**src/sv/lfsm_pkg.sv**
```systemverilog
// Package for the latest-frame slot manager.
// Holds command and status codes, the controller state type and the
// control/status bundles shared by the controller, datapath and top level.
package lfsm_pkg;

  // Command codes carried on the cmd field.
  localparam logic [2:0] CMD_PUBLISH = 3'd0;
  localparam logic [2:0] CMD_FAILURE = 3'd1;
  localparam logic [2:0] CMD_ACQUIRE = 3'd2;
  localparam logic [2:0] CMD_RELEASE = 3'd3;
  localparam logic [2:0] CMD_STOP    = 3'd4;

  // Status codes returned with every result.
  localparam logic [2:0] STS_ACCEPTED = 3'd0;
  localparam logic [2:0] STS_GRANTED  = 3'd1;
  localparam logic [2:0] STS_NO_FRAME = 3'd2;
  localparam logic [2:0] STS_FATAL    = 3'd3;
  localparam logic [2:0] STS_DROPPED  = 3'd4;
  localparam logic [2:0] STS_HALTED   = 3'd5;

  // Failure limit used at reset and when the register holds zero.
  localparam logic [7:0] FAIL_DEFAULT = 8'd30;

  // Configuration register indexes.
  localparam logic REG_MAX_FAILURES = 1'b0;

  // Controller states.
  typedef enum logic {
    ST_IDLE,
    ST_EXEC
  } state_t;

  // Commands from the controller to the datapath.
  typedef struct packed {
    logic capture;
    logic execute;
  } ctrl_cmd_t;

  // Status from the datapath.
  typedef struct packed {
    logic out_free;
    logic fatal_flag;
    logic running_flag;
  } dp_status_t;

endpackage

```
**src/sv/lfsm_ctrl.sv**
```systemverilog
// Controller state machine for the latest-frame slot manager.
// Sequences capture and execute of one command; depends on lfsm_pkg.
module lfsm_ctrl (
  input  logic                   clk,
  input  logic                   rst,
  input  logic                   in_valid,
  input  lfsm_pkg::dp_status_t   dp_status,
  output logic                   in_stall,
  output lfsm_pkg::ctrl_cmd_t    ctrl
);

  lfsm_pkg::state_t state;
  lfsm_pkg::state_t state_next;

  // State register.
  always_ff @(posedge clk) begin
    if (rst) begin
      state <= lfsm_pkg::ST_IDLE;
    end else begin
      state <= state_next;
    end
  end

  // Next state: take a command, then execute it once the result register is free.
  always_comb begin
    state_next = state;
    unique case (state)
      lfsm_pkg::ST_IDLE: begin
        if (in_valid) state_next = lfsm_pkg::ST_EXEC;
      end
      lfsm_pkg::ST_EXEC: begin
        if (dp_status.out_free) state_next = lfsm_pkg::ST_IDLE;
      end
      default: state_next = lfsm_pkg::ST_IDLE;
    endcase
  end

  // Outputs to the handshake and the datapath.
  always_comb begin
    in_stall     = 1'b1;
    ctrl.capture = 1'b0;
    ctrl.execute = 1'b0;
    unique case (state)
      lfsm_pkg::ST_IDLE: begin
        in_stall     = 1'b0;
        ctrl.capture = in_valid;
      end
      lfsm_pkg::ST_EXEC: begin
        ctrl.execute = dp_status.out_free;
      end
      default: begin
        in_stall = 1'b1;
      end
    endcase
  end

endmodule

```
**src/sv/lfsm_datapath.sv**
```systemverilog
// Datapath for the latest-frame slot manager: slot flags, slot stores,
// counters, slot selection and the result register. Depends on lfsm_pkg.
module lfsm_datapath #(
  parameter int SLOT_COUNT = 3
) (
  input  logic                  clk,
  input  logic                  rst,
  input  lfsm_pkg::ctrl_cmd_t   ctrl,
  output lfsm_pkg::dp_status_t  dp_status,
  input  logic [7:0]            max_failures,
  input  logic [2:0]            cmd,
  input  logic [31:0]           capture_tag,
  input  logic [3:0]            slot_sel,
  input  logic                  out_stall,
  output logic                  out_valid,
  output logic [2:0]            status,
  output logic [3:0]            slot_out,
  output logic [31:0]           frame_tag,
  output logic [31:0]           sequence_res,
  output logic [31:0]           drop_total,
  output logic                  fatal
);

  localparam int SW = $clog2(SLOT_COUNT);
  localparam int CW = $clog2(SLOT_COUNT + 1);

  // Captured command.
  logic [2:0]  cmd_q;
  logic [31:0] capture_tag_q;
  logic [3:0]  slot_sel_q;

  // Slot flags and stores.
  logic [SLOT_COUNT-1:0] slot_valid, slot_valid_next;
  logic [SLOT_COUNT-1:0] slot_busy, slot_busy_next;
  logic [31:0]           slot_sequence [SLOT_COUNT];
  logic [31:0]           slot_tag [SLOT_COUNT];

  // Scalar state.
  logic [SW-1:0] newest_slot, newest_slot_next;
  logic          newest_present, newest_present_next;
  logic [31:0]   drop_count, drop_count_next;
  logic [31:0]   next_sequence, next_sequence_next;
  logic [31:0]   taken_sequence, taken_sequence_next;
  logic          fatal_flag, fatal_flag_next;
  logic          running_flag, running_flag_next;
  logic [7:0]    fail_run, fail_run_next;

  // Selection and result signals.
  logic [SW-1:0]         empty_idx, nonbusy_idx, pick_idx, keep_idx;
  logic                  empty_hit, nonbusy_hit, pick_hit, pick_drop;
  logic [SLOT_COUNT-1:0] keep_mask, pick_mask, stale_mask, release_mask;
  logic [CW-1:0]         stale_cnt, drop_add;
  logic                  acq_ok, slot_we;
  logic [7:0]            fail_limit, fail_inc;
  logic [2:0]            res_status;
  logic [3:0]            res_slot;
  logic [31:0]           res_tag, res_seq;

  // Capture the command fields on input transfer.
  always_ff @(posedge clk) begin
    if (ctrl.capture) begin
      cmd_q         <= cmd;
      capture_tag_q <= capture_tag;
      slot_sel_q    <= slot_sel;
    end
  end

  // Lowest slot that is free and empty, and lowest slot that is not busy.
  always_comb begin
    empty_idx   = '0;
    empty_hit   = 1'b0;
    nonbusy_idx = '0;
    nonbusy_hit = 1'b0;
    for (int i = SLOT_COUNT - 1; i >= 0; i--) begin
      if (!slot_busy[i] && !slot_valid[i]) begin
        empty_idx = SW'(i);
        empty_hit = 1'b1;
      end
      if (!slot_busy[i]) begin
        nonbusy_idx = SW'(i);
        nonbusy_hit = 1'b1;
      end
    end
  end

  // Write slot choice for a publish; overwriting a waiting frame counts a drop.
  always_comb begin
    pick_idx  = empty_idx;
    pick_hit  = 1'b1;
    pick_drop = 1'b0;
    if (empty_hit) begin
      pick_idx = empty_idx;
    end else if (newest_present && !slot_busy[newest_slot]) begin
      pick_idx  = newest_slot;
      pick_drop = 1'b1;
    end else if (nonbusy_hit) begin
      pick_idx  = nonbusy_idx;
      pick_drop = slot_valid[nonbusy_idx];
    end else begin
      pick_hit  = 1'b0;
      pick_drop = 1'b1;
    end
  end

  // An acquire only grants a frame the reader has not seen, unless stopped.
  assign acq_ok = newest_present && slot_valid[newest_slot] &&
                  !(running_flag && (slot_sequence[newest_slot] == taken_sequence));

  assign keep_idx = (cmd_q == lfsm_pkg::CMD_ACQUIRE) ? newest_slot : pick_idx;

  // Stale frames: waiting, not busy, and not the slot being kept.
  always_comb begin
    stale_cnt = '0;
    for (int i = 0; i < SLOT_COUNT; i++) begin
      keep_mask[i]    = (SW'(i) == keep_idx);
      pick_mask[i]    = (SW'(i) == pick_idx);
      release_mask[i] = (4'(i) == slot_sel_q);
      stale_mask[i]   = slot_valid[i] && !slot_busy[i] && !keep_mask[i];
      stale_cnt       = stale_cnt + CW'(stale_mask[i]);
    end
  end

  assign drop_add   = CW'(pick_drop) + (pick_hit ? stale_cnt : CW'(0));
  assign fail_limit = (max_failures == 8'd0) ? lfsm_pkg::FAIL_DEFAULT : max_failures;
  assign fail_inc   = (fail_run == 8'hFF) ? fail_run : fail_run + 8'd1;

  // Command execution: next state and result fields.
  always_comb begin
    slot_valid_next     = slot_valid;
    slot_busy_next      = slot_busy;
    newest_slot_next    = newest_slot;
    newest_present_next = newest_present;
    drop_count_next     = drop_count;
    next_sequence_next  = next_sequence;
    taken_sequence_next = taken_sequence;
    fatal_flag_next     = fatal_flag;
    running_flag_next   = running_flag;
    fail_run_next       = fail_run;
    slot_we             = 1'b0;
    res_status          = lfsm_pkg::STS_ACCEPTED;
    res_slot            = 4'd0;
    res_tag             = 32'd0;
    res_seq             = 32'd0;
    case (cmd_q)
      lfsm_pkg::CMD_PUBLISH: begin
        if (!running_flag) begin
          res_status = lfsm_pkg::STS_HALTED;
        end else begin
          fail_run_next   = 8'd0;
          drop_count_next = drop_count + 32'(drop_add);
          if (pick_hit) begin
            slot_we             = 1'b1;
            next_sequence_next  = next_sequence + 32'd1;
            slot_valid_next     = (slot_valid & ~stale_mask) | pick_mask;
            newest_slot_next    = pick_idx;
            newest_present_next = 1'b1;
            res_slot            = 4'(pick_idx);
            res_tag             = capture_tag_q;
            res_seq             = next_sequence;
          end else begin
            res_status = lfsm_pkg::STS_DROPPED;
          end
        end
      end
      lfsm_pkg::CMD_FAILURE: begin
        if (!running_flag) begin
          res_status = lfsm_pkg::STS_HALTED;
        end else begin
          fail_run_next = fail_inc;
          if (fail_inc >= fail_limit) begin
            fatal_flag_next   = 1'b1;
            running_flag_next = 1'b0;
            res_status        = lfsm_pkg::STS_FATAL;
          end
        end
      end
      lfsm_pkg::CMD_ACQUIRE: begin
        if (fatal_flag) begin
          res_status = lfsm_pkg::STS_FATAL;
        end else if (!acq_ok) begin
          res_status = lfsm_pkg::STS_NO_FRAME;
        end else begin
          drop_count_next     = drop_count + 32'(stale_cnt);
          slot_valid_next     = slot_valid & ~stale_mask & ~keep_mask;
          slot_busy_next      = slot_busy | keep_mask;
          taken_sequence_next = slot_sequence[newest_slot];
          newest_present_next = 1'b0;
          newest_slot_next    = '0;
          res_status          = lfsm_pkg::STS_GRANTED;
          res_slot            = 4'(newest_slot);
          res_tag             = slot_tag[newest_slot];
          res_seq             = slot_sequence[newest_slot];
        end
      end
      lfsm_pkg::CMD_RELEASE: begin
        // Selections beyond the slot count match no bit of the mask.
        slot_busy_next = slot_busy & ~release_mask;
        res_slot       = slot_sel_q;
      end
      lfsm_pkg::CMD_STOP: begin
        running_flag_next = 1'b0;
      end
      default: begin
        res_status = lfsm_pkg::STS_ACCEPTED;
      end
    endcase
  end

  // Control state, updated when a command executes.
  always_ff @(posedge clk) begin
    if (rst) begin
      slot_valid     <= '0;
      slot_busy      <= '0;
      newest_slot    <= '0;
      newest_present <= 1'b0;
      drop_count     <= 32'd0;
      next_sequence  <= 32'd1;
      taken_sequence <= 32'd0;
      fatal_flag     <= 1'b0;
      running_flag   <= 1'b1;
      fail_run       <= 8'd0;
    end else if (ctrl.execute) begin
      slot_valid     <= slot_valid_next;
      slot_busy      <= slot_busy_next;
      newest_slot    <= newest_slot_next;
      newest_present <= newest_present_next;
      drop_count     <= drop_count_next;
      next_sequence  <= next_sequence_next;
      taken_sequence <= taken_sequence_next;
      fatal_flag     <= fatal_flag_next;
      running_flag   <= running_flag_next;
      fail_run       <= fail_run_next;
    end
  end

  // Slot stores, written by a successful publish.
  always_ff @(posedge clk) begin
    if (ctrl.execute && slot_we) begin
      slot_sequence[pick_idx] <= next_sequence;
      slot_tag[pick_idx]      <= capture_tag_q;
    end
  end

  // Result register; a new result may load in the cycle the old one transfers.
  always_ff @(posedge clk) begin
    if (rst) begin
      out_valid <= 1'b0;
    end else if (ctrl.execute) begin
      out_valid <= 1'b1;
    end else if (!out_stall) begin
      out_valid <= 1'b0;
    end
  end

  always_ff @(posedge clk) begin
    if (ctrl.execute) begin
      status       <= res_status;
      slot_out     <= res_slot;
      frame_tag    <= res_tag;
      sequence_res <= res_seq;
      drop_total   <= drop_count_next;
      fatal        <= fatal_flag_next;
    end
  end

  assign dp_status.out_free     = !out_valid || !out_stall;
  assign dp_status.fatal_flag   = fatal_flag;
  assign dp_status.running_flag = running_flag;

endmodule

```
**src/sv/latest_frame_slot_manager.sv**
```systemverilog
// Latest-frame slot manager: keeps only the newest frame among SLOT_COUNT slots.
// A command is captured on transfer and executed once the result register is free;
// the result is registered at execution. The capture/execute controller takes no new
// command until the current one has executed; a stalled result holds the next command
// in its execute step.
// Reset (rst, synchronous, active high) clears slot flags and counters at once,
// sets the sequence counter to one and the failure limit to 30.
module latest_frame_slot_manager #(
  parameter int SLOT_COUNT = 3
) (
  input  logic        clk,
  input  logic        rst,
  input  logic        psel,
  input  logic        penable,
  input  logic        pwrite,
  input  logic [2:0]  paddr,
  input  logic [31:0] pwdata,
  output logic [31:0] prdata,
  output logic        pready,
  input  logic        in_valid,
  output logic        in_stall,
  input  logic [2:0]  cmd,
  input  logic [31:0] capture_tag,
  input  logic [3:0]  slot_sel,
  output logic        out_valid,
  input  logic        out_stall,
  output logic [2:0]  status,
  output logic [3:0]  slot_out,
  output logic [31:0] frame_tag,
  output logic [31:0] sequence_res,
  output logic [31:0] drop_total,
  output logic        fatal
);

  logic [7:0]           max_failures;
  logic                 cfg_write;
  lfsm_pkg::ctrl_cmd_t  ctrl;
  lfsm_pkg::dp_status_t dp_status;

  // Configuration register, written in the access phase of a transfer.
  assign pready    = 1'b1;
  assign cfg_write = psel && penable && pwrite && pready;

  always_ff @(posedge clk) begin
    if (rst) begin
      max_failures <= lfsm_pkg::FAIL_DEFAULT;
    end else if (cfg_write && (paddr[2] == lfsm_pkg::REG_MAX_FAILURES)) begin
      max_failures <= pwdata[7:0];
    end
  end

  assign prdata = (paddr[2] == lfsm_pkg::REG_MAX_FAILURES) ? {24'd0, max_failures} : 32'd0;

  // Controller.
  lfsm_ctrl u_ctrl (
    .clk       (clk),
    .rst       (rst),
    .in_valid  (in_valid),
    .dp_status (dp_status),
    .in_stall  (in_stall),
    .ctrl      (ctrl)
  );

  // Datapath.
  lfsm_datapath #(
    .SLOT_COUNT (SLOT_COUNT)
  ) u_datapath (
    .clk          (clk),
    .rst          (rst),
    .ctrl         (ctrl),
    .dp_status    (dp_status),
    .max_failures (max_failures),
    .cmd          (cmd),
    .capture_tag  (capture_tag),
    .slot_sel     (slot_sel),
    .out_stall    (out_stall),
    .out_valid    (out_valid),
    .status       (status),
    .slot_out     (slot_out),
    .frame_tag    (frame_tag),
    .sequence_res (sequence_res),
    .drop_total   (drop_total),
    .fatal        (fatal)
  );

`ifndef ASSERT_OFF
  // Once fatal, the block stays fatal until reset.
  a_fatal_sticky: assert property (@(posedge clk) disable iff (rst)
    dp_status.fatal_flag |=> dp_status.fatal_flag)
    else $error("fatal flag cleared without reset");

  // A fatal block is never running.
  a_fatal_halted: assert property (@(posedge clk) disable iff (rst)
    dp_status.fatal_flag |-> !dp_status.running_flag)
    else $error("fatal block still running");

  // A command transfer keeps the input side stalled for the execute step.
  a_busy_after_accept: assert property (@(posedge clk) disable iff (rst)
    (in_valid && !in_stall) |=> in_stall)
    else $error("input accepted twice in a row");

  // A fatal status always comes with the fatal flag set.
  a_fatal_status: assert property (@(posedge clk) disable iff (rst)
    (out_valid && (status == lfsm_pkg::STS_FATAL)) |-> fatal)
    else $error("fatal status without fatal flag");
`endif

endmodule

```
**config.mk**
```make
export PLATFORM = sky130hd
export DESIGN_NAME = latest_frame_slot_manager
export DESIGN_NICKNAME = d
export VERILOG_FILES = /design/src/sv/lfsm_pkg.sv /design/src/sv/lfsm_ctrl.sv /design/src/sv/lfsm_datapath.sv /design/src/sv/latest_frame_slot_manager.sv
export SDC_FILE = /design/constraint.sdc
export NUM_CORES = 1
export LEC_CHECK = 0
export BUFFER_PORTS_ARGS = -buffer_cell sky130_fd_sc_hd__buf_2
export CORE_ASPECT_RATIO = 0.7
export CORE_MARGIN = 2
export CORE_UTILIZATION = 33
export DETAILED_ROUTE_END_ITERATION = 12
export PLACE_DENSITY_LB_ADDON = 0.1
export SYNTH_ARGS = -nofsm -noshare
export SYNTH_HDL_FRONTEND = slang
export SYNTH_SLANG_ARGS = --single-unit
```
**constraint.sdc**
```tcl
create_clock -name clk -period 8.4 [get_ports clk]
set_clock_uncertainty 0.05 [all_clocks]
set_input_delay 0.42 -clock clk [delete_from_list [all_inputs] [get_ports clk]]
set_output_delay 0.42 -clock clk [all_outputs]
set_load 0.02 [all_outputs]
```
==> metrics.txt, run 1 <==
post_cts resized=0; power per cell area=207 mW/mm^2; Max rail drop VDD=0.146 mV; Core ar.=between 0.06 and 0.07 sq mm; endpoints failing setup=0; CP Data Required Time=about 9 ns; Mean Syn Cell Area=about 12 sq um; I/O pin count=220; switching share of power=between 20% and 30%; global-route wire length before repair=78100 microns; GRT Residual Overflow=0; Layout Nets=1965; chip width=299 microns; TNS Setup=0 ns; clock slew at reported path FFs=0.06 ns; diodes inserted=0; slew of the pin with the lowest slew margin=1.07 ns; status=complete, no violations; largest net degree at the start of global routing=94; most common flop cell mapped by yosys=edfxtp_1; max-slew violation count=0; initial cell density of the core=33.5%; Seq pwr share=51.4%; WS Path Type=reg2reg; Port Buf Inserts=168; # rows=75; 1st-pass router iterations=5; clock network power share=44.3%; vias in the first global route=roughly 13000; sequential area share after synthesis=62.7%; Post-Synthesis Cells=1666; hold_buf cts=46; H-tree levels=2; die area=0.0629 sq mm; proportion of layout cells with a drive suffix above 1=16.5%; Fill cells=5797; Critical Path AT=5.52 ns; slowest stage cell, crit path=o32ai_1; RePlAce Congestion=0.800; worst hold-check path type=in2reg; RSZ-0062 raised after global routing=no; Max Buffers Root-to-Sink=3; synthesized area=around 0.020 sq mm; Sink Count=462; CP Launch Type=register; top cell family by delay on the critical path=compound AO/OA/AOI/OAI gates; Area Growth Syn to Fin=17.9%; post-layout min period=5.10 ns; GRT Overall Usage=16.2%; Antenna Nets Post-Route=0; Final Cycle Share=60.7%; CP peak stage delay=about 0.52 ns; latest clock arrival within the worst-skew pair=approximately 0.60 ns; Iteration-0 DRC Markers=1120; Combinational Power Share=4.4%; max-cap violations=0; LEAKAGE=8.10 nW; root buf cell=clkbuf_16; internal power=3.81 mW; die span in y=~210 microns; worst-path maximum fanout=31; hpwl dp=32200 microns; CTS tree=built; unique cell type count in the Yosys netlist=86; dpl cells=2577; vias per cell=4.89; relative slew slack=28.8%; drt drc=0; async set-reset flop share out of synthesis=0%; crit path capture type=register; Post-synth EDFFs=~340; Worst Path Buf+Inv=3; Fmax=around 200 MHz; vias after detailed routing=approximately 13000; Fin. Hold Viols=0; worst path cell trace=inv_1, o32ai_1, o21bai_1, o31ai_1, nor2_1, fa_1, and2_1, ha_1, xnor2_1, inv_1, fa_1, or2_2, a21oi_2, buf_4, nand3_1, mux2_2; final cell count without fillers=2712; DR WL/cell=19.1 microns; Detailed Route WL=51800 microns; Synth Register Bits=462; initial antenna violation count=2; setup bufs post-CTS=0; synth warn=0; CTS Buf Count=a little under 50; P_sw=approximately 1.1 mW
==> worst register-to-register path: stages, from the launching register on <==
cell      delay [ns]
dfxtp_1         0.48
inv_1           0.13
o32ai_1         0.52
o21bai_1        0.27
o31ai_1         0.44
nor2_1          0.16
fa_1            0.52
and2_1          0.16
ha_1            0.18
xnor2_1         0.27
inv_1           0.10
fa_1            0.40
or2_2           0.36
a21oi_2         0.13
buf_4           0.35
nand3_1         0.15
mux2_2          0.32
==> final cells by class <==
class	instances	area, sq um	area share (%)
clock buffers	61	1300	5.49
clock inverters	28	284	1.20
inverters	56	215	0.908
multi-input cells	1066	6850	28.9
flip-flops and latches	462	12600	53.2
well taps	808	1010	4.27
repair buffers	231	1430	6.04
==> layout by cell type (no fill, tap or decap), types with 13 or more instances in the layout <==
cell / count
dfxtp_1: 125
mux2i_1: 87
dlygate4sd3_1: 46
nor2b_1: 31
clkbuf_16: 49
and3_1: 31
nand2_1: 148
buf_2: 167
mux2_2: 16
nor3_1: 13
nand4_1: 29
edfxtp_1: 335
xnor2_1: 50
xor2_1: 25
inv_1: 55
nor2_1: 155
nand2b_1: 15
o21ai_0: 75
a22o_1: 20
a21oi_1: 94
conb_1: 25
ha_1: 15
nand3_1: 39
o211ai_1: 22
buf_4: 18
==> flip-flops by register name, summed over array words and instances, names as in the netlist, 8 cells and up, named ones only <==
register,count
u_datapath.slot_sequence,96
u_datapath.slot_tag,96
u_datapath.capture_tag_q,32
u_datapath.drop_count,32
u_datapath.drop_total,32
u_datapath.frame_tag,32
u_datapath.next_sequence,32
u_datapath.sequence_res,32
u_datapath.taken_sequence,32
max_failures,8
u_datapath.fail_run,8
==> metrics by stage <==
| stage | area [sq um] | utilization (%) | power, mW | setup WS [ns] | hold WS (ns) |
|---|---|---|---|---|---|
| floorplan | 20200 | - | 2.69 | 1.58 | 0.394 |
| finish | 23700 | 39.5 | 4.90 | 3.30 | 0.0484 |
| global route | 23700 | 39.5 | 5.09 | 2.98 | 0.0173 |
| detailed placement | 21700 | 36.1 | 2.77 | 3.40 | 0.416 |
| global placement | 21700 | 36.1 | 2.77 | 3.46 | 0.405 |
| CTS | 23700 | 39.5 | 4.99 | 3.39 | 0.00553 |
==> routing by layer <==
layer / part of all wire [%] / wire (microns) / vias to the layer above / track usage [%]
met5: 0 / 0 / - / 0
met4: 1.9 / 1010 / 0 / 4.48
met3: 5.0 / 2610 / 68 / 2.72
met2: 43 / 22300 / 294 / 24.0
met1: 50 / 25900 / 6460 / 24.3
li1: - / - / 6436 / -
==> path summary, 6_finish.rpt <==
kind                                         from                                      to  slack [ns]  cells after the start
max reg2reg  u_datapath.slot_busy[0]$_SDFFE_PP0P_  u_datapath.drop_count[20]$_SDFFE_PP0P_        3.30                     16
max          u_datapath.slot_busy[0]$_SDFFE_PP0P_  u_datapath.drop_count[20]$_SDFFE_PP0P_        3.30                     16
min                                     pwdata[7]            max_failures[7]$_SDFFE_PP0P_        0.05                      3
min reg2reg          max_failures[6]$_SDFFE_PP0P_            max_failures[6]$_SDFFE_PP0P_        0.42                      2
==> cell families (layout without fill, tap and decap cells) <==
| family | after synthesis | after routing | synth area share (%) |
|---|---|---|---|
| adder cells (fa/ha/maj) | 18 | 18 | 1.23 |
| AO/OA/AOI/OAI | 300 | 300 | 9.61 |
| AND/OR/NAND/NOR | 534 | 534 | 13.2 |
| other | 2 | 25 | 0.0374 |
| flip-flops | 462 | 462 | 62.7 |
| buffers and inverters | 161 | 376 | 4.00 |
| XOR/XNOR | 75 | 75 | 3.27 |
| multiplexers | 114 | 114 | 6.02 |
==> cell usage after synthesis (all sizes together) (25+ instances only) <==
cell type / n / area (sq um)
nor2b: 32 / 200
and3: 31 / 194
clkbuf: 52 / 196
dfxtp: 127 / 2540
inv: 55 / 206
mux2i: 90 / 930
nand3: 40 / 205
buf: 53 / 397
a21oi: 96 / 484
xor2: 25 / 219
edfxtp: 335 / 10100
nand4: 31 / 206
nor2: 157 / 604
o21ai: 82 / 433
xnor2: 50 / 438
nand2: 149 / 559
==> power by group through the flow <==
stage / Combinational, mW / Clock (mW) / Sequential (mW)
4_1_cts: 0.218 / 2.25 / 2.52
6_report: 0.214 / 2.17 / 2.52
5_1_grt: 0.233 / 2.34 / 2.52
3_5_place_dp: 0.201 / 0 / 2.57
2_1_floorplan: 0.0912 / 0 / 2.60
3_3_place_gp: 0.201 / 0 / 2.57
(Power assumes the default switching activity.)
==> run 2: changes to the inputs <==
==> constraint.sdc (replaced) <==
create_clock -name clk -period 4.9 [get_ports clk]
set_clock_uncertainty 0.05 [all_clocks]
set_input_delay 0.245 -clock clk [delete_from_list [all_inputs] [get_ports clk]]
set_output_delay 0.245 -clock clk [all_outputs]
set_load 0.02 [all_outputs]
==> run 2 against run 1 <==
Combinational power up 78%. Wire length rose by 1.4%. Critical path depth is 2 higher. Register-to-register slack worse by 3.0 ns. Worst setup slack got worse by 3.0 ns. Fmax rose by 12%. Final cell count rose by 1.1%. Power rose by 74%. Die area stayed put. Via count rose by 0.67%. Non-clock buffer count increased by 29. Critical endpoint unchanged.
==> metrics.txt, run 2 (same netlist as run 1, synthesis figures left out) <==
initial antenna violation count=0; status=complete, no violations; most frequent cells in the layout=edfxtp_1, buf_2, nor2_1; hpwl dp=~34000 microns; die span in y=211 microns; TNS Setup=0 ns; setup bufs post-CTS=0; 1st-pass router iterations=5; Layout Nets=1993; post-layout min period=4.57 ns; Fin. Hold Viols=0; endpoints failing setup=0; crit path capture type=register; latest clock arrival within the worst-skew pair=between 0.5 and 0.6 ns; relative slew slack=a little over a third; slew of the pin with the lowest slew margin=0.975 ns; max-cap violations=0; Core ar.=between 0.06 and 0.07 sq mm; CTS tree=built; most common cell after layout, fill and taps aside=edfxtp_1; root buf cell=clkbuf_16; Critical Path AT=5.00 ns; Sink Count=between 400 and 500; GRT Overall Usage=16.3%; Area Growth Syn to Fin=19.8%; Final Cycle Share=93.3%; chip width=approximately 300 microns; power per cell area=355 mW/mm^2; Placement Setup Slack=0.166 ns; H-tree levels=2; proportion of layout cells with a drive suffix above 1=18.0%; die area=0.0629 sq mm; CP Launch Type=register; WS Path Type=reg2reg; drt drc=0; vias after detailed routing=about 13000; vias in the first global route=13017; clock slew at reported path FFs=around 0.060 ns; I/O pin count=220; initial cell density of the core=33.5%; Fmax=~220 MHz; Top Registers=u_datapath.slot_sequence (96), u_datapath.slot_tag (96); Iteration-0 DRC Markers=830; RePlAce Congestion=0.848; dpl cells=2603; largest net degree at the start of global routing=65; final cell count without fillers=2743; max-slew violation count=0; Max rail drop VDD=0.181 mV; vias per cell=about 4.9; global-route wire length before repair=79100 microns; DR WL/cell=19.1 microns; Max Buffers Root-to-Sink=3; LEAKAGE=8.28 nW; RSZ-0062 raised after global routing=no; Antenna Nets Post-Route=0; reg2reg setup slack=0.33 ns; CP Data Required Time=5.33 ns; worst-path maximum fanout=31; setup ws final=0.329 ns; # rows=75; GRT Residual Overflow=0; Port Buf Inserts=168; Detailed Route WL=52500 microns; CTS Buf Count=48; worst hold-check path type=in2reg; minimum hold slack=0.158 ns
## run 2: worst max-delay path: stages (launching register included)
cell and delay (ns):
dfxtp_1 0.54, nand2_1 0.13, o211ai_1 0.20, a21oi_1 0.11, nor2_1 0.16, a21oi_2 0.11
o31ai_2 0.33, nor2_1 0.11, fa_1 0.50, and2_1 0.16, ha_1 0.18, xnor2_1 0.23
inv_1 0.09, fa_1 0.38, or2_2 0.36, a21oi_2 0.19, buf_12 0.21, nand3_1 0.10
mux2_2 0.31
## run 2: final cells by class
type / instances / area [sq um]
Timing Repair Buffer: 260 / 1720
Antenna cell: 1 / 2.50
Clock buffer: 63 / 1300
Inverter: 56 / 215
Multi-Input combinational cell: 1066 / 6870
Tap cell: 808 / 1010
Fill cell: 5731 / 36000
Clock inverter: 27 / 355
Sequential cell: 462 / 12600
## run 2: worst paths after layout
path | from | endpoint | cells past startpoint
setup / recovery | u_datapath.newest_slot[1]$_SDFFE_PP0P_ | u_datapath.drop_count[20]$_SDFFE_PP0P_ | 18
hold / removal | rst | u_datapath.out_valid$_SDFFE_PP0P_ | 2
setup reg to reg | u_datapath.newest_slot[1]$_SDFFE_PP0P_ | u_datapath.drop_count[20]$_SDFFE_PP0P_ | 18
hold reg to reg | max_failures[6]$_SDFFE_PP0P_ | max_failures[6]$_SDFFE_PP0P_ | 2
## run 2: metal layers
metal	GRT usage, %	share of wire (%)	vias to the layer above
li1	-	-	6500
met1	24.6	51	6530
met2	24.0	42	261
met3	3.24	4.7	56
met4	3.78	1.6	0
met5	0	0	-
## run 2: power breakdown
| part | switching (mW) | total [mW] | internal, mW |
|---|---|---|---|
| Clock | 1.60 | 3.86 | 2.26 |
| Sequential | 0.0429 | 4.31 | 4.27 |
| Combinational | 0.262 | 0.380 | 0.118 |
## run 2: metrics by stage
stage	instance area (sq um)	util, %	power (mW)
2_1_floorplan	20200	-	4.62
3_3_place_gp	21900	36.5	4.75
3_5_place_dp	21900	36.5	4.76
4_1_cts	24100	40.1	8.70
5_1_grt	24100	40.1	8.86
6_report	24100	40.1	8.55
## run 2: repair_timing
item / in CTS / in global routing
hold buffers: 49 / 0
hold endpoints to repair: 49 / 0
endpoints found under the setup margin: 0 / 41
resized for setup: 0 / 2
==> run 3: changes to the inputs <==
--- a/config.mk
+++ b/config.mk
@@ -5,6 +5,7 @@
 export SDC_FILE = /design/constraint.sdc
 export NUM_CORES = 1
 export LEC_CHECK = 0
+export ABC_AREA = 1
 export BUFFER_PORTS_ARGS = -buffer_cell sky130_fd_sc_hd__buf_2
 export CORE_ASPECT_RATIO = 0.7
 export CORE_MARGIN = 2
==> run 3 against run 2 <==
Non-clock buffer count increased by 45. First-iteration DRC count increased by 90%. Power increased by 0.77%. Register-to-register slack got worse by 0.06 ns. Worst hold slack got worse by 0.0021 ns. Wire length increased by 27%. Critical endpoint is now u_datapath.drop_count[16]$_SDFFE_PP0P_. Highest routed layer unchanged.
==> metrics.txt, run 3 <==
Antenna Nets Post-Route=0; slew of the pin with the lowest slew margin=1.00 ns; switching share of power=22.7%; Sink Count=462; clock network power share=between 40% and 50%; worst-path maximum fanout=4; GRT Overall Usage=19.6%; initial antenna violation count=0; Fill cells=~6500; Worst Path Buf+Inv=6; relative slew slack=33.0%; sequential area share after synthesis=just under 60%; CTS Buf Count=49; max-cap violations=0; largest net degree at the start of global routing=72; LEAKAGE=between 10 and 15 nW; dpl cell area=between 0.02 and 0.025 sq mm; # rows=between 70 and 80; Top Registers=u_datapath.slot_sequence (96), u_datapath.slot_tag (96); Layout Nets=2755; global-route wire length before repair=roughly 100000 microns; Port Buf Inserts=168; unique cell type count in the Yosys netlist=50; top post-synthesis cells by area=edfxtp_1, nand2_1, dfxtp_1, nand3_1, inv_1; H-tree levels=2; Yosys top cell by area=edfxtp_1; initial cell density of the core=between 30% and 40%; minimum hold slack=between 0.15 and 0.2 ns; RePlAce Congestion=0.905; Combinational Power Share=about 5.3%; Max rail drop VDD=0.226 mV; Critical Path AT=between 5 and 6 ns; cell with the most instances after synthesis=nand2_1; most frequent CP cell=nand2_1; CP Data Required Time=5.38 ns; Fmax=216 MHz; Post-Synthesis Cells=about 2400; internal power=approximately 6.7 mW; status=complete, no violations; Adder-Cell Fraction of Synth Area=1.15%; Detailed Route WL=66700 microns; share of Yosys cell area claimed by the top area cell type=a little under half; 1st-pass router iterations=5; root buf cell=clkbuf_16; hpwl dp=44300 microns; proportion of layout cells with a drive suffix above 1=15.2%; final cell count without fillers=3577; most common flop cell mapped by yosys=edfxtp_1; largest family of logic cells by synthesized area=simple AND/OR/NAND/NOR gates; die span in y=218 microns; power per cell area=approximately 330 mW/mm^2; async set-reset flop share out of synthesis=0%; Synth Register Bits=roughly 460; drt drc=0; footprint of the multi-input gates=0.00770 sq mm; CTS tree=built; post-synthesis mux area share=0%; GRT Residual Overflow=0; worst hold-check path type=in2reg; crit path capture type=register; register area=0.0126 sq mm; Iteration-0 DRC Markers=about 1600; Core ar.=0.0647 sq mm; top cell family by delay on the critical path=simple AND/OR/NAND/NOR gates; latest clock arrival within the worst-skew pair=about 0.6 ns; Final Cycle Share=about 95%; Compound-Gate Fraction of Synth Area=7.76%; xor and xnor fraction of the mapped netlist area=roughly 1.1%; max-slew violation count=0; Max Buffers Root-to-Sink=3; endpoints failing setup=0; most frequent cells in the layout=nand2_1, edfxtp_1, inv_1; vias in the first global route=16093; simple logic cell fraction of the synthesized area=24.5%; vias after detailed routing=around 17000; CP peak stage delay=0.46 ns; I/O pin count=220; Seq pwr share=50.1%; top cell types by occurrence after synthesis=nand2_1, edfxtp_1, inv_1, nand3_1, a21oi_1; CP Launch Type=register; synth warn=0; most common cell after layout, fill and taps aside=nand2_1; post-layout min period=4.63 ns; final instance area=0.0260 sq mm; Mean Syn Cell Area=approximately 9.0 sq um; diodes inserted=0; synthesized area=roughly 0.022 sq mm; slowest stage cell, crit path=fa_1; P_sw=1.96 mW; DR WL/cell=between 15 and 20 microns; vias per cell=4.86; die area=a little under 0.07 sq mm; WS Path Type=reg2reg; Fin. Hold Viols=0; chip width=310 microns; Post-synth EDFFs=335; clock slew at reported path FFs=about 0.06 ns; dpl cells=3431; Area Growth Syn to Fin=20.4%
==> run 3: cell count changes after synthesis, sizes merged, moves of 19 or more <==
| cell | delta |
|---|---|
| a21oi | +61 |
| a22o | -19 |
| and3 | -30 |
| buf | +20 |
| inv | +167 |
| mux2 | -24 |
| mux2i | -90 |
| nand2 | +608 |
| nand3 | +169 |
| nor2b | -31 |
| o22ai | +23 |
| or2 | +26 |
| xnor2 | -47 |
==> run 3: routing by layer <==
metal / GRT usage [%] / vias up / part of all wire, %
li1: - / 8516 / -
met1: 30.4 / 8302 / 51
met2: 28.0 / 481 / 41
met3: 3.43 / 68 / 6.5
met4: 4.21 / 0 / 1.6
met5: 0 / - / 0
==> run 3: worst register-to-register path, delay by kind of cell, from the launching register on <==
kind            cells  cell delay, ns
fa+ha+maj           4            1.32
flops               1            0.35
simple gates       14            1.56
buf+inv             6            0.68
compound gates      4            0.61
==> run 3: power by group through the flow <==
stage	combinational, mW	clock (mW)	sequential [mW]
final	0.460	3.84	4.32
after global routing	0.499	4.09	4.32
after CTS	0.462	3.95	4.32
after detailed placement	0.430	0	4.40
after global placement	0.429	0	4.40
after floorplan	0.184	0	4.47
==> run 3: what timing repair did <==
action	CTS	global route
endpoints found under the hold margin	50	0
endpoints found under the setup margin	0	52
hold buffers	51	0
gates resized for setup	0	41
buffers inserted	0	3
==> run 3: final timing paths <==
kind | start | end | slack (ns) | depth (start not counted)
hold reg to reg | u_datapath.taken_sequence[28]$_SDFFE_PP0P_ | u_datapath.taken_sequence[28]$_SDFFE_PP0P_ | 0.42 | 2
setup reg to reg | u_datapath.slot_busy[1]$_SDFFE_PP0P_ | u_datapath.drop_count[16]$_SDFFE_PP0P_ | 0.27 | 28
hold / removal | psel | max_failures[2]$_SDFFE_PP1P_ | 0.16 | 3
setup / recovery | u_datapath.slot_busy[1]$_SDFFE_PP0P_ | u_datapath.drop_count[16]$_SDFFE_PP0P_ | 0.27 | 28
==> run 3: logic make-up after synthesis <==
logic type | Yosys count
AOI/OAI and AO/OA | 303
xor gates and xnor gates | 26
adders and majority gates | 18
buffers and inverters | 343
DFF | 462
other | 2
and+or+nand+nor | 1244
==> run 3: stage by stage <==
stage / power (mW) / setup TNS (ns) / util [%] / worst slack, ns
detailed placement: 4.83 / 0 / 36.6 / 0.0309
global placement: 4.83 / 0 / 36.6 / 0.0941
global route: 8.92 / -0.0403 / 40.1 / -0.0148
CTS: 8.73 / 0 / 39.9 / 0.00111
floorplan: 4.65 / -9.90 / - / -0.0518
finish: 8.62 / 0 / 40.1 / 0.267
==> run 3: area by class of cell <==
type / instances / share of cell area [%]
flip-flops and latches: 462 / 48.5
multi-input cells: 1616 / 29.7
repair buffers: 305 / 7.98
clock buffers: 71 / 5.39
well taps: 880 / 4.24
inverters: 222 / 3.23
clock inverters: 21 / 0.963
